--- config.mk ---
export PLATFORM = sky130hd
export DESIGN_NAME = dns_name_label_encoder
export DESIGN_NICKNAME = d
export VERILOG_FILES = /design/src/hw/rtl/dnle_pkg.sv /design/src/hw/rtl/dnle_ram.sv /design/src/hw/rtl/dnle_budget.sv /design/src/hw/rtl/dns_name_label_encoder.sv
export VERILOG_INCLUDE_DIRS = /design/src /design/src/hw/rtl
export SDC_FILE = /design/constraint.sdc
export NUM_CORES = 1
export LEC_CHECK = 0
export BUFFER_PORTS_ARGS = -buffer_cell sky130_fd_sc_hd__buf_4
export CAP_MARGIN = 40
export CORE_MARGIN = 3
export CORE_UTILIZATION = 31
export CTS_BUF_LIST = sky130_fd_sc_hd__clkbuf_16
export DETAILED_ROUTE_END_ITERATION = 12
export PLACE_DENSITY = 0.49
export SYNTH_ARGS = -nofsm -noshare
export SYNTH_HDL_FRONTEND = slang
export SYNTH_HIERARCHICAL = 1
export SYNTH_SLANG_ARGS = --single-unit
--- constraint.sdc ---
create_clock -name clk -period 14 [get_ports clk]
set_input_delay 0.7 -clock clk [delete_from_list [all_inputs] [get_ports clk]]
set_output_delay 0.7 -clock clk [all_outputs]
set_load 0.02 [all_outputs]
--- src/hw/rtl/assert_macros.svh ---
// Assertion macros shared by the label encoder RTL.
`ifndef ASSERT_MACROS_SVH
`define ASSERT_MACROS_SVH

// A property that must hold at every clock edge outside reset.
`define ASSERT_CLK(lbl, prop, msg) \
    lbl: assert property (@(posedge clk) disable iff (!rst_n) (prop)) \
        else $error(msg);

// A condition that must be followed by another one on the next clock edge.
`define ASSERT_NEXT(lbl, ante, cons, msg) \
    lbl: assert property (@(posedge clk) disable iff (!rst_n) (ante) |=> (cons)) \
        else $error(msg);

`endif

--- src/hw/rtl/dnle_pkg.sv ---
// Shared types and constants of the DNS name label encoder.
`default_nettype none

package dnle_pkg;

    // Label limits and widths.
    localparam int MAX_LABEL   = 62;
    localparam int LEN_W       = $clog2(MAX_LABEL + 1);
    localparam int ADDR_W      = $clog2(MAX_LABEL);
    localparam int CHAR_W      = 8;
    localparam int BUDGET_W    = 16;
    localparam int APB_ADDR_W  = 2;

    // Input commands.
    localparam logic CMD_CHAR   = 1'b0;
    localparam logic CMD_FINISH = 1'b1;

    // Label separator.
    localparam logic [CHAR_W-1:0] DOT_CHAR = 8'd46;

    // Register addresses.
    localparam logic [APB_ADDR_W-1:0] REG_BYTE_BUDGET = 2'd0;
    localparam logic [BUDGET_W-1:0]   BUDGET_RESET    = 16'd512;

    // Flag positions within the result tuser.
    localparam int USER_W      = 3;
    localparam int USER_IS_LEN = 0;
    localparam int USER_EON    = 1;
    localparam int USER_OVF    = 2;

    // Request from the sequencer to the budget unit.
    typedef struct packed {
        logic add_one;  // compare bytes_used + 1 rather than bytes_used
        logic step;     // commit one byte
        logic restart;  // fresh name: one byte reserved
    } bud_ctl_t;

endpackage

`default_nettype wire

--- src/hw/rtl/dnle_ram.sv ---
// Generic single-write, single-read RAM with a registered read port.
`default_nettype none

module dnle_ram #(
    parameter int WIDTH = 8,
    parameter int DEPTH = 62
) (
    input  wire logic                     clk,
    input  wire logic                     wr_en,
    input  wire logic [$clog2(DEPTH)-1:0] wr_addr,
    input  wire logic [WIDTH-1:0]         wr_data,
    input  wire logic [$clog2(DEPTH)-1:0] rd_addr,
    output logic      [WIDTH-1:0]         rd_data
);

    logic [WIDTH-1:0] mem [DEPTH];

    // Write and registered read.
    always_ff @(posedge clk)
    begin
        if (wr_en)
        begin
            mem[wr_addr] <= wr_data;
        end
        rd_data <= mem[rd_addr];
    end

endmodule

`default_nettype wire

--- src/hw/rtl/dnle_budget.sv ---
// Byte budget unit: holds the committed byte count and its one shared add and compare.
`default_nettype none

module dnle_budget (
    input  wire logic                        clk,
    input  wire logic                        rst_n,
    input  wire logic [dnle_pkg::BUDGET_W-1:0] byte_budget,
    input  wire dnle_pkg::bud_ctl_t          ctl,
    output logic                             room
);
    import dnle_pkg::*;

    `include "assert_macros.svh"

    logic [BUDGET_W-1:0] bytes_used_reg;
    logic [BUDGET_W-1:0] bytes_used_next;
    logic [BUDGET_W:0]   sum;

    // The one adder and comparator, shared by every budget check.
    assign sum  = {1'b0, bytes_used_reg} + {{BUDGET_W{1'b0}}, ctl.add_one};
    assign room = (sum <= {1'b0, byte_budget});

    // Commit or restart the count.
    always_comb
    begin
        bytes_used_next = bytes_used_reg;
        if (ctl.restart)
        begin
            bytes_used_next = {{(BUDGET_W-1){1'b0}}, 1'b1};
        end
        else if (ctl.step)
        begin
            bytes_used_next = sum[BUDGET_W-1:0];
        end
    end

    always_ff @(posedge clk or negedge rst_n)
    begin
        if (!rst_n)
        begin
            bytes_used_reg <= {{(BUDGET_W-1){1'b0}}, 1'b1};
        end
        else
        begin
            bytes_used_reg <= bytes_used_next;
        end
    end

    // A commit is only requested once the compare has found room.
    `ASSERT_CLK(a_step_needs_room, !ctl.step || ctl.restart || (room && ctl.add_one), "byte committed without room")
    // The reserved length byte is never given back.
    `ASSERT_CLK(a_used_nonzero, bytes_used_reg != '0, "byte count dropped to zero")

endmodule

`default_nettype wire

--- src/hw/rtl/dns_name_label_encoder.sv ---
// Top level of the DNS name label encoder: sequencer, label RAM, budget unit, APB register.
//
//  Channel  | Direction | Handshake                 | Payload
//  s_*      | in        | s_tvalid / s_tready       | s_tdata = name_char, s_tuser = command
//  m_*      | out       | m_tvalid / m_tready       | m_tdata = out_byte, m_tuser = flags, m_tlast
//  APB      | in        | psel, penable, pready = 1 | byte_budget at address 0
//
// An ordinary character is taken in ST_IDLE, then checked and stored in ST_EVAL.
// A dot that closes a label goes on to ST_LEN for the length byte, then to ST_DATA for
// each label byte, with ST_RD between bytes for the registered read data of the label RAM.
// Finish adds ST_TERM for the terminator; ST_OVF sends an overflow result after the check.
// A full output register that is not taken stalls the sequencer; the input is taken only
// when the sequencer is idle. Reset is asynchronous and needs no clearing pass.
`default_nettype none

module dns_name_label_encoder (
    input  wire logic                              clk,
    input  wire logic                              rst_n,
    // Input stream
    input  wire logic                              s_tvalid,
    output logic                                   s_tready,
    input  wire logic [7:0]                        s_tdata,   // [7:0] name_char
    input  wire logic [0:0]                        s_tuser,   // [0] command
    // Result stream
    output logic                                   m_tvalid,
    input  wire logic                              m_tready,
    output logic [7:0]                             m_tdata,   // [7:0] out_byte
    output logic [2:0]                             m_tuser,   // [0] is_length, [1] end_of_name,
                                                              // [2] overflow
    output logic                                   m_tlast,   // last_of_run
    // Configuration port
    input  wire logic                              psel,
    input  wire logic                              penable,
    input  wire logic                              pwrite,
    input  wire logic [dnle_pkg::APB_ADDR_W-1:0]   paddr,
    input  wire logic [31:0]                       pwdata,
    output logic [31:0]                            prdata,
    output logic                                   pready
);
    import dnle_pkg::*;

    `include "assert_macros.svh"

    localparam logic [2:0] ST_IDLE = 3'd0;
    localparam logic [2:0] ST_EVAL = 3'd1;
    localparam logic [2:0] ST_OVF  = 3'd2;
    localparam logic [2:0] ST_LEN  = 3'd3;
    localparam logic [2:0] ST_DATA = 3'd4;
    localparam logic [2:0] ST_RD   = 3'd5;
    localparam logic [2:0] ST_TERM = 3'd6;

    logic [2:0]          state_reg, state_next;
    logic [LEN_W-1:0]    len_reg, len_next;
    logic [ADDR_W-1:0]   idx_reg, idx_next;
    logic                disc_reg, disc_next;
    logic                fin_reg, fin_next;
    logic                cmd_reg, cmd_next;
    logic [CHAR_W-1:0]   char_reg, char_next;
    logic [BUDGET_W-1:0] budget_reg;

    logic                out_valid_reg, out_valid_next;
    logic [CHAR_W-1:0]   out_byte_reg, out_byte_next;
    logic [USER_W-1:0]   out_user_reg, out_user_next;
    logic                out_last_reg, out_last_next;

    logic                slot_free;
    logic                last_idx;
    logic                room;
    logic                ram_we;
    logic [CHAR_W-1:0]   ram_rdata;
    bud_ctl_t            bud_ctl;

    // Configuration register.
    assign pready = 1'b1;
    assign prdata = (paddr == REG_BYTE_BUDGET) ? {16'd0, budget_reg} : 32'd0;

    always_ff @(posedge clk or negedge rst_n)
    begin
        if (!rst_n)
        begin
            budget_reg <= BUDGET_RESET;
        end
        else if (psel && penable && pwrite && pready && (paddr == REG_BYTE_BUDGET))
        begin
            budget_reg <= pwdata[BUDGET_W-1:0];
        end
    end

    // Label store and budget unit.
    dnle_ram #(
        .WIDTH (CHAR_W),
        .DEPTH (MAX_LABEL)
    ) u_label_ram (
        .clk     (clk),
        .wr_en   (ram_we),
        .wr_addr (len_reg[ADDR_W-1:0]),
        .wr_data (char_reg),
        .rd_addr (idx_reg),
        .rd_data (ram_rdata)
    );

    dnle_budget u_budget (
        .clk         (clk),
        .rst_n       (rst_n),
        .byte_budget (budget_reg),
        .ctl         (bud_ctl),
        .room        (room)
    );

    assign s_tready  = (state_reg == ST_IDLE);
    assign slot_free = !out_valid_reg || m_tready;
    assign last_idx  = (LEN_W'(idx_reg) == (len_reg - {{(LEN_W-1){1'b0}}, 1'b1}));

    assign m_tvalid = out_valid_reg;
    assign m_tdata  = out_byte_reg;
    assign m_tuser  = out_user_reg;
    assign m_tlast  = out_last_reg;

    // Sequencer.
    always_comb
    begin
        state_next      = state_reg;
        len_next        = len_reg;
        idx_next        = idx_reg;
        disc_next       = disc_reg;
        fin_next        = fin_reg;
        cmd_next        = cmd_reg;
        char_next       = char_reg;
        ram_we          = 1'b0;
        bud_ctl.add_one = !(cmd_reg == CMD_FINISH && len_reg == '0);
        bud_ctl.step    = 1'b0;
        bud_ctl.restart = 1'b0;
        out_valid_next  = out_valid_reg && !m_tready;
        out_byte_next   = out_byte_reg;
        out_user_next   = out_user_reg;
        out_last_next   = out_last_reg;

        case (state_reg)
            ST_IDLE:
            begin
                if (s_tvalid)
                begin
                    cmd_next   = s_tuser[0];
                    char_next  = s_tdata;
                    state_next = ST_EVAL;
                end
            end
            ST_EVAL:
            begin
                idx_next = '0;
                if (cmd_reg == CMD_FINISH)
                begin
                    if (disc_reg)
                    begin
                        len_next        = '0;
                        disc_next       = 1'b0;
                        bud_ctl.restart = 1'b1;
                        state_next      = ST_IDLE;
                    end
                    else if (!room)
                    begin
                        len_next        = '0;
                        bud_ctl.restart = 1'b1;
                        state_next      = ST_OVF;
                    end
                    else if (len_reg != '0)
                    begin
                        fin_next   = 1'b1;
                        state_next = ST_LEN;
                    end
                    else
                    begin
                        state_next = ST_TERM;
                    end
                end
                else if (disc_reg)
                begin
                    state_next = ST_IDLE;
                end
                else if (char_reg == DOT_CHAR)
                begin
                    if (len_reg == '0)
                    begin
                        state_next = ST_IDLE;
                    end
                    else if (!room)
                    begin
                        disc_next  = 1'b1;
                        len_next   = '0;
                        state_next = ST_OVF;
                    end
                    else
                    begin
                        bud_ctl.step = 1'b1;
                        fin_next     = 1'b0;
                        state_next   = ST_LEN;
                    end
                end
                else if (len_reg >= LEN_W'(MAX_LABEL) || !room)
                begin
                    disc_next  = 1'b1;
                    len_next   = '0;
                    state_next = ST_OVF;
                end
                else
                begin
                    ram_we       = 1'b1;
                    len_next     = len_reg + {{(LEN_W-1){1'b0}}, 1'b1};
                    bud_ctl.step = 1'b1;
                    state_next   = ST_IDLE;
                end
            end
            ST_OVF:
            begin
                if (slot_free)
                begin
                    out_valid_next = 1'b1;
                    out_byte_next  = '0;
                    out_user_next  = USER_W'(1) << USER_OVF;
                    out_last_next  = 1'b1;
                    state_next     = ST_IDLE;
                end
            end
            ST_LEN:
            begin
                if (slot_free)
                begin
                    out_valid_next = 1'b1;
                    out_byte_next  = CHAR_W'(len_reg);
                    out_user_next  = USER_W'(1) << USER_IS_LEN;
                    out_last_next  = 1'b0;
                    state_next     = ST_DATA;
                end
            end
            ST_DATA:
            begin
                if (slot_free)
                begin
                    out_valid_next = 1'b1;
                    out_byte_next  = ram_rdata;
                    out_user_next  = '0;
                    out_last_next  = last_idx && !fin_reg;
                    if (last_idx)
                    begin
                        if (fin_reg)
                        begin
                            state_next = ST_TERM;
                        end
                        else
                        begin
                            len_next   = '0;
                            state_next = ST_IDLE;
                        end
                    end
                    else
                    begin
                        idx_next   = idx_reg + {{(ADDR_W-1){1'b0}}, 1'b1};
                        state_next = ST_RD;
                    end
                end
            end
            ST_RD:
            begin
                // Wait for the registered read of the new address.
                state_next = ST_DATA;
            end
            ST_TERM:
            begin
                if (slot_free)
                begin
                    out_valid_next  = 1'b1;
                    out_byte_next   = '0;
                    out_user_next   = USER_W'(1) << USER_EON;
                    out_last_next   = 1'b1;
                    len_next        = '0;
                    disc_next       = 1'b0;
                    bud_ctl.restart = 1'b1;
                    state_next      = ST_IDLE;
                end
            end
            default:
            begin
                state_next = ST_IDLE;
            end
        endcase
    end

    // Control registers.
    always_ff @(posedge clk or negedge rst_n)
    begin
        if (!rst_n)
        begin
            state_reg     <= ST_IDLE;
            len_reg       <= '0;
            disc_reg      <= 1'b0;
            out_valid_reg <= 1'b0;
        end
        else
        begin
            state_reg     <= state_next;
            len_reg       <= len_next;
            disc_reg      <= disc_next;
            out_valid_reg <= out_valid_next;
        end
    end

    // Payload registers.
    always_ff @(posedge clk)
    begin
        idx_reg      <= idx_next;
        fin_reg      <= fin_next;
        cmd_reg      <= cmd_next;
        char_reg     <= char_next;
        out_byte_reg <= out_byte_next;
        out_user_reg <= out_user_next;
        out_last_reg <= out_last_next;
    end

    // An accepted request is always checked on the next cycle.
    `ASSERT_NEXT(a_accept_eval, s_tvalid && s_tready, state_reg == ST_EVAL, "request not checked")
    // An overflow result is a lone zero byte that ends its run.
    `ASSERT_CLK(a_ovf_form, !(m_tvalid && m_tuser[USER_OVF]) || (m_tlast && m_tdata == '0), "bad overflow result")
    // While characters are dropped no label is pending.
    `ASSERT_CLK(a_disc_empty, !disc_reg || len_reg == '0, "label pending while discarding")
    // The pending label never exceeds the label limit.
    `ASSERT_CLK(a_len_limit, len_reg <= LEN_W'(MAX_LABEL), "label longer than limit")

endmodule

`default_nettype wire

==> Word-level counts from Yosys, hierarchy flattened <==
Memories as Yosys holds them, arrays and structs flattened. A register that Yosys moved wholly into a read port is not among the register bits.
Cells that the tools add are included.
Widths: inputs -> output; s select.
{ "totals": {"register_bits": 71, "ram_bits": 496, "input_bits": 50, "output_inout_bits": 47, "wordCells": 155, "n_memories": 1} }
{ "classes": {"addsub": 4, "n_lt_le_gt_ge": 2, "eq_ne": 21, "n_mux": 79, "n_bitwise": 1, "n_reduce_logical": 34} }
{ "mem_list": {"columns": ["memory", "depth", "word_bits", "rd", "rd_ports_with_merged_regs", "write_ports", "line_no", "text"], "rows": [
  ["u_label_ram.mem", 62, 8, 1, 1, 1, "dnle_ram.sv:16", "logic [WIDTH-1:0] mem [DEPTH];"]
]} }
{ "op_table": {"columns": ["cell", "n"], "rows": [
  ["$mux 6", 13],
  ["$mux 16", 3],
  ["$mux 3", 14],
  ["$mux 1", 36],
  ["$mux 8", 3],
  ["$pmux 8 s3", 1],
  ["$ne 2x2->1 const B", 9],
  ["$pmux 3 s6", 1],
  ["$pmux 6 s3", 1],
  ["$add 16x1->17", 1],
  ["$le 17x16->1", 1],
  ["$add 6x1->6 const B", 2],
  ["$pmux 3 s4", 1],
  ["$pmux 6 s2", 1],
  ["$eq 3x3->1 const B", 3],
  ["$eq 8x6->1 const B", 1],
  ["$reduce_and 4->1", 2],
  ["$reduce_bool 2->1", 4],
  ["$reduce_and 7->1", 1],
  ["$eq 3x2->1 const B", 2],
  ["$eq 6x6->1", 1],
  ["$ge 6x6->1 const B", 1],
  ["$logic_and 1x1->1", 6],
  ["$logic_not 6->1", 1],
  ["other kinds (22)", 32]
]} }

==> Logic depth before layout (Yosys ltp) <==
{ "depth": {"ltp_word": 14, "depth_mapped": 27, "ltp_nobuf": 24} }

==> Modules after synthesis <==
Netlist, hierarchy kept.
{ "by_module_without_submodules": {"columns": ["module", "instances", "cells_per_inst", "area_each_um2"], "rows": [
  ["dnle_ram", 1, 931, 19608.8],
  ["dns_name_label_encoder", 1, 298, 3125.5],
  ["dnle_budget", 1, 170, 1433.9]
]} }

==> Worst setup path before layout <==
Ideal clock, no wire load.
{ "synth_path": {"path_type": "flip-flop to flip-flop", "from": "register len_reg[0]", "to": "memory u_label_ram.mem[32][0] (enable)", "t_arrival_ps": 5226, "slack_ps": 8390, "path_stages_with_launch": 26, "n_path_buf": 2, "period_less_slack_ps": 5610, "path_cell_list": "dfrtp_1 buf_2 inv_1 ha_1 and2b_1 and2_1 nand2_1 ha_1 ha_1 nand2_1 nor3_4 nand3_1 xnor2_1 ha_1 a21oi_1 nor2b_1 a2111oi_0 o211ai_1 a21oi_1 clkbuf_1 nor2b_1 nand2_1 nor2_1 nand3b_1 or3_1 nor3_1"} }
{ "synth_rtl": {"columns": ["item", "line_no", "text"], "rows": [
  ["start: declaration", "dns_name_label_encoder.sv:53", "logic [LEN_W-1:0] len_reg, len_next;"],
  ["start signal: assignment", "dns_name_label_encoder.sv:301", "len_reg <= len_next;"],
  ["end: declaration", "dnle_ram.sv:16", null]
]} }

==> results by group <==
CTS
  • CTS max path bufs: 3
  • Htree depth: 2
  • Post-CTS resize count: 0
  • Clock Pin Slew Worst Setup and Hold Paths: 0.06 ns
  • CTS Sinks: 575
  • Hold Buf Count CTS: 0
  • Clk Tree Root Cell: clkbuf_16
  • Postcts setup bufs: 0
  • Num CTS Buffers: 61
  • Clk Latency, worst-skew pair: 0.64 ns
  • CTS tree: done

Yosys
  • Ys async rst share: 7.48%
  • Most frequent cells after synthesis: 524 x edfxtp_1, 107 x nor2_1, 97 x mux4_2, 52 x nand2_1, 44 x nand3_1
  • Synth top area cells: edfxtp_1 65%, mux4_2 9.0%, dfrtp_1 4.2%
  • Post-synth cell types: 73
  • Seq/Total Area, Yosys: 70.2%
  • Post-synthesis cell area: 24,200 um2
  • Syn Area/Cell: 17.3 um2
  • Synth top area share: 65.1%
  • Synth Flop Type: edfxtp_1
  • Post-synth EDFFs: 524
  • Cell taking the most area after synthesis: edfxtp_1
  • YS warnings: 6
  • Most numerous cell in the Yosys netlist: edfxtp_1
  • Synth Register Bits: 575
  • Synth Instances: 1,399

Die
  • Core area: 76,600 um2
  • Cell Rows: 101
  • Initial cell density of the core: 31.6%
  • Height of the die: 285 um
  • Die X: 285 um
  • Die ar.: 81,300 um2
  • Io pins: 97

Hold path
  • Worst hold path type: input port to asynchronous set/reset pin

STA
  • Setup repair after global routing missed its margin: false
  • Slew margin rel.: 35.3%
  • Fmax: 124 MHz
  • Setup Viol. Count Final: 0
  • Setup ws final: 5.96 ns
  • Max Transition Viols Final: 0
  • Final hold vios: 0
  • Setup TNS: 0 ns
  • Worst hold margin: 0.0742 ns
  • Worst-Margin Slew: 0.967 ns
  • Final Cycle Share: 57.4%
  • Clk_skew: 0.0263 ns
  • Final Critical Period: 8.04 ns

Final layout
  • Fillers: 7,254
  • Area of the multi-input gates: 6580 um2
  • Layout Nets: 1,572
  • Final Non-Filler Cells: 2,578
  • Layout cells sized above 1: 21.7%
  • Max reg flops: 496
  • Area Growth Syn to Fin: 15.1%
  • Final Cell Area: 27,800 um2
  • Register area: 17,000 um2

Critical path
  • Worst reg2reg setup slack: 5.96 ns
  • CP Capture Type: flip-flop
  • Worst Path Arrival: 8.29 ns
  • CP startpoint kind: flip-flop
  • Critical path class: flip-flop to flip-flop
  • CP max FO: 19
  • Worst Path Required: 14.26 ns
  • Reg2Reg Depth: 23
  • Reg2reg end: u_label_ram/mem[21][4]
  • Worst reg2reg path startpoint: len_reg[1]

Route
  • DRT Wirelength: 57.3 mm
  • DR vias/cell: 4.95
  • Drt pass-1 iters: 5
  • Final ANT Viol Nets: 0
  • 1st-iter DRT viols: 971
  • Routed vias: 12,800
  • DRC: 0
  • Drt wl/cell: 22.2 um

Placed design
  • Placed insts: 2,464
  • Worst slack, placed: 6.00 ns
  • Dpl hpwl: 34.9 mm
  • Port Buf Inserts: 63
  • DP Area: 25,900 um2
  • Routability cong.: 0.749

GRT
  • Total track usage: 14.1%
  • First-pass GRT wire length: 85.9 mm
  • Initial antenna violation count: 0
  • Vias in the first global route: 13,100
  • Largest net degree at the start of global routing: 94
  • GRT overflow: 0

Power
  • Max IR drop VDD: 0.0000936 V
  • Lkg Pwr: 9.34 nW
  • Sequential Power Share: 40.9%
  • PD cells: 190 nW/um2
  • Power Internal: 3.58 mW
  • NetSw: 1.70 mW
  • Net Sw Frac: 32.2%
  • Gate power share: 29.4%
  • Clock share of power: 29.7%

Status
  • Outcome: finished clean

Flow run
  • Max Cap Viol: 0
[routing by layer]
| layer | GRT usage (%) | part of all wire (%) |
|---|---|---|
| met1 | 19.0 | 43 |
| met5 | 0 | 0 |
| met2 | 22.7 | 48 |
| met3 | 2.78 | 5.4 |
| met4 | 4.70 | 2.7 |
[worst max-delay path by stage]
stage                     startpoint                     end  cells past startpoint
final                     len_reg[1]  u_label_ram/mem[21][4]                     23
after CTS                 len_reg[1]  u_label_ram/mem[29][5]                     23
after global routing      len_reg[1]  u_label_ram/mem[29][5]                     23
after global placement    len_reg[1]  u_label_ram/mem[45][0]                     23
after detailed placement  len_reg[1]  u_label_ram/mem[29][4]                     23
after floorplan           len_reg[0]  u_label_ram/mem[32][0]                     25
[metrics by stage]
step | util [%] | total power, mW
floorplan | - | 3.25
global placement | 33.5 | 3.74
detailed placement | 33.8 | 3.78
CTS | 36.3 | 5.36
global route | 36.3 | 5.55
finish | 36.3 | 5.29
[critical path: stages, from the launching register on]
cell and delay [ns]:
dfrtp_1 0.88, inv_1 0.26, ha_1 0.26, and2b_1 0.16
and2_1 0.19, nand2_1 0.15, ha_1 0.25, ha_1 0.26
nand2_1 0.13, nor3_4 0.33, nand3_1 0.15, xnor2_1 0.15
ha_1 0.31, a21oi_1 0.14, nor2b_1 0.06, a2111oi_0 0.49
o211ai_1 0.16, a21oi_1 0.67, nor2b_1 0.24, nand2_1 0.12
nor2_1 0.65, nor2b_1 0.35, nand3_1 0.47, nor2_1 0.80
[cells by family after synthesis]
group                      share of synthesized area, %
and+or+nand+nor                                    7.10
buffers and inverters                              2.81
other                                            0.0311
AOI/OAI and AO/OA                                  3.66
DFF                                                70.2
xor gates and xnor gates                           1.41
muxes                                              13.6
adders and majority gates                          1.19
[area by class of cell]
class | instances | share of cell area (%)
tap | 1030 | 4.63
sequential | 575 | 61.0
clock inverter | 50 | 1.48
timing repair buffer | 116 | 3.32
multi-input combinational | 715 | 23.6
clock buffer | 61 | 5.49
antenna | 1 | 0.00900
inverter | 30 | 0.405
[power by group through the flow]
stage,Combinational (mW),Clock [mW],Sequential [mW]
final,1.56,1.57,2.16
after global routing,1.69,1.68,2.18
after CTS,1.58,1.62,2.17
after detailed placement,1.58,0,2.20
after global placement,1.53,0,2.21
after floorplan,1.03,0,2.22
[cell usage in the layout, fill, tap and decap left out, types with 6 or more instances in the layout]
cell type	instances
o22ai_1	7
nand3_1	44
edfxtp_1	524
o21ai_0	14
nor2_1	107
nand3b_1	7
conb_1	17
clkbuf_16	61
nor3_1	15
mux4_1	17
xnor2_1	14
a22oi_1	34
clkinv_2	13
nor2b_1	20
inv_1	37
mux4_2	97
and3_1	14
nand2b_1	9
nand2_1	52
xor2_1	25
ha_1	23
dfxtp_1	8
dfrtp_1	41
nand4_1	17
a21oi_1	20
a22o_1	7
a221oi_1	6
mux2_2	20
and2_1	23
clkinv_1	17
buf_4	113
bufinv_16	6
mux2i_1	41
(Power assumes the default switching activity.)
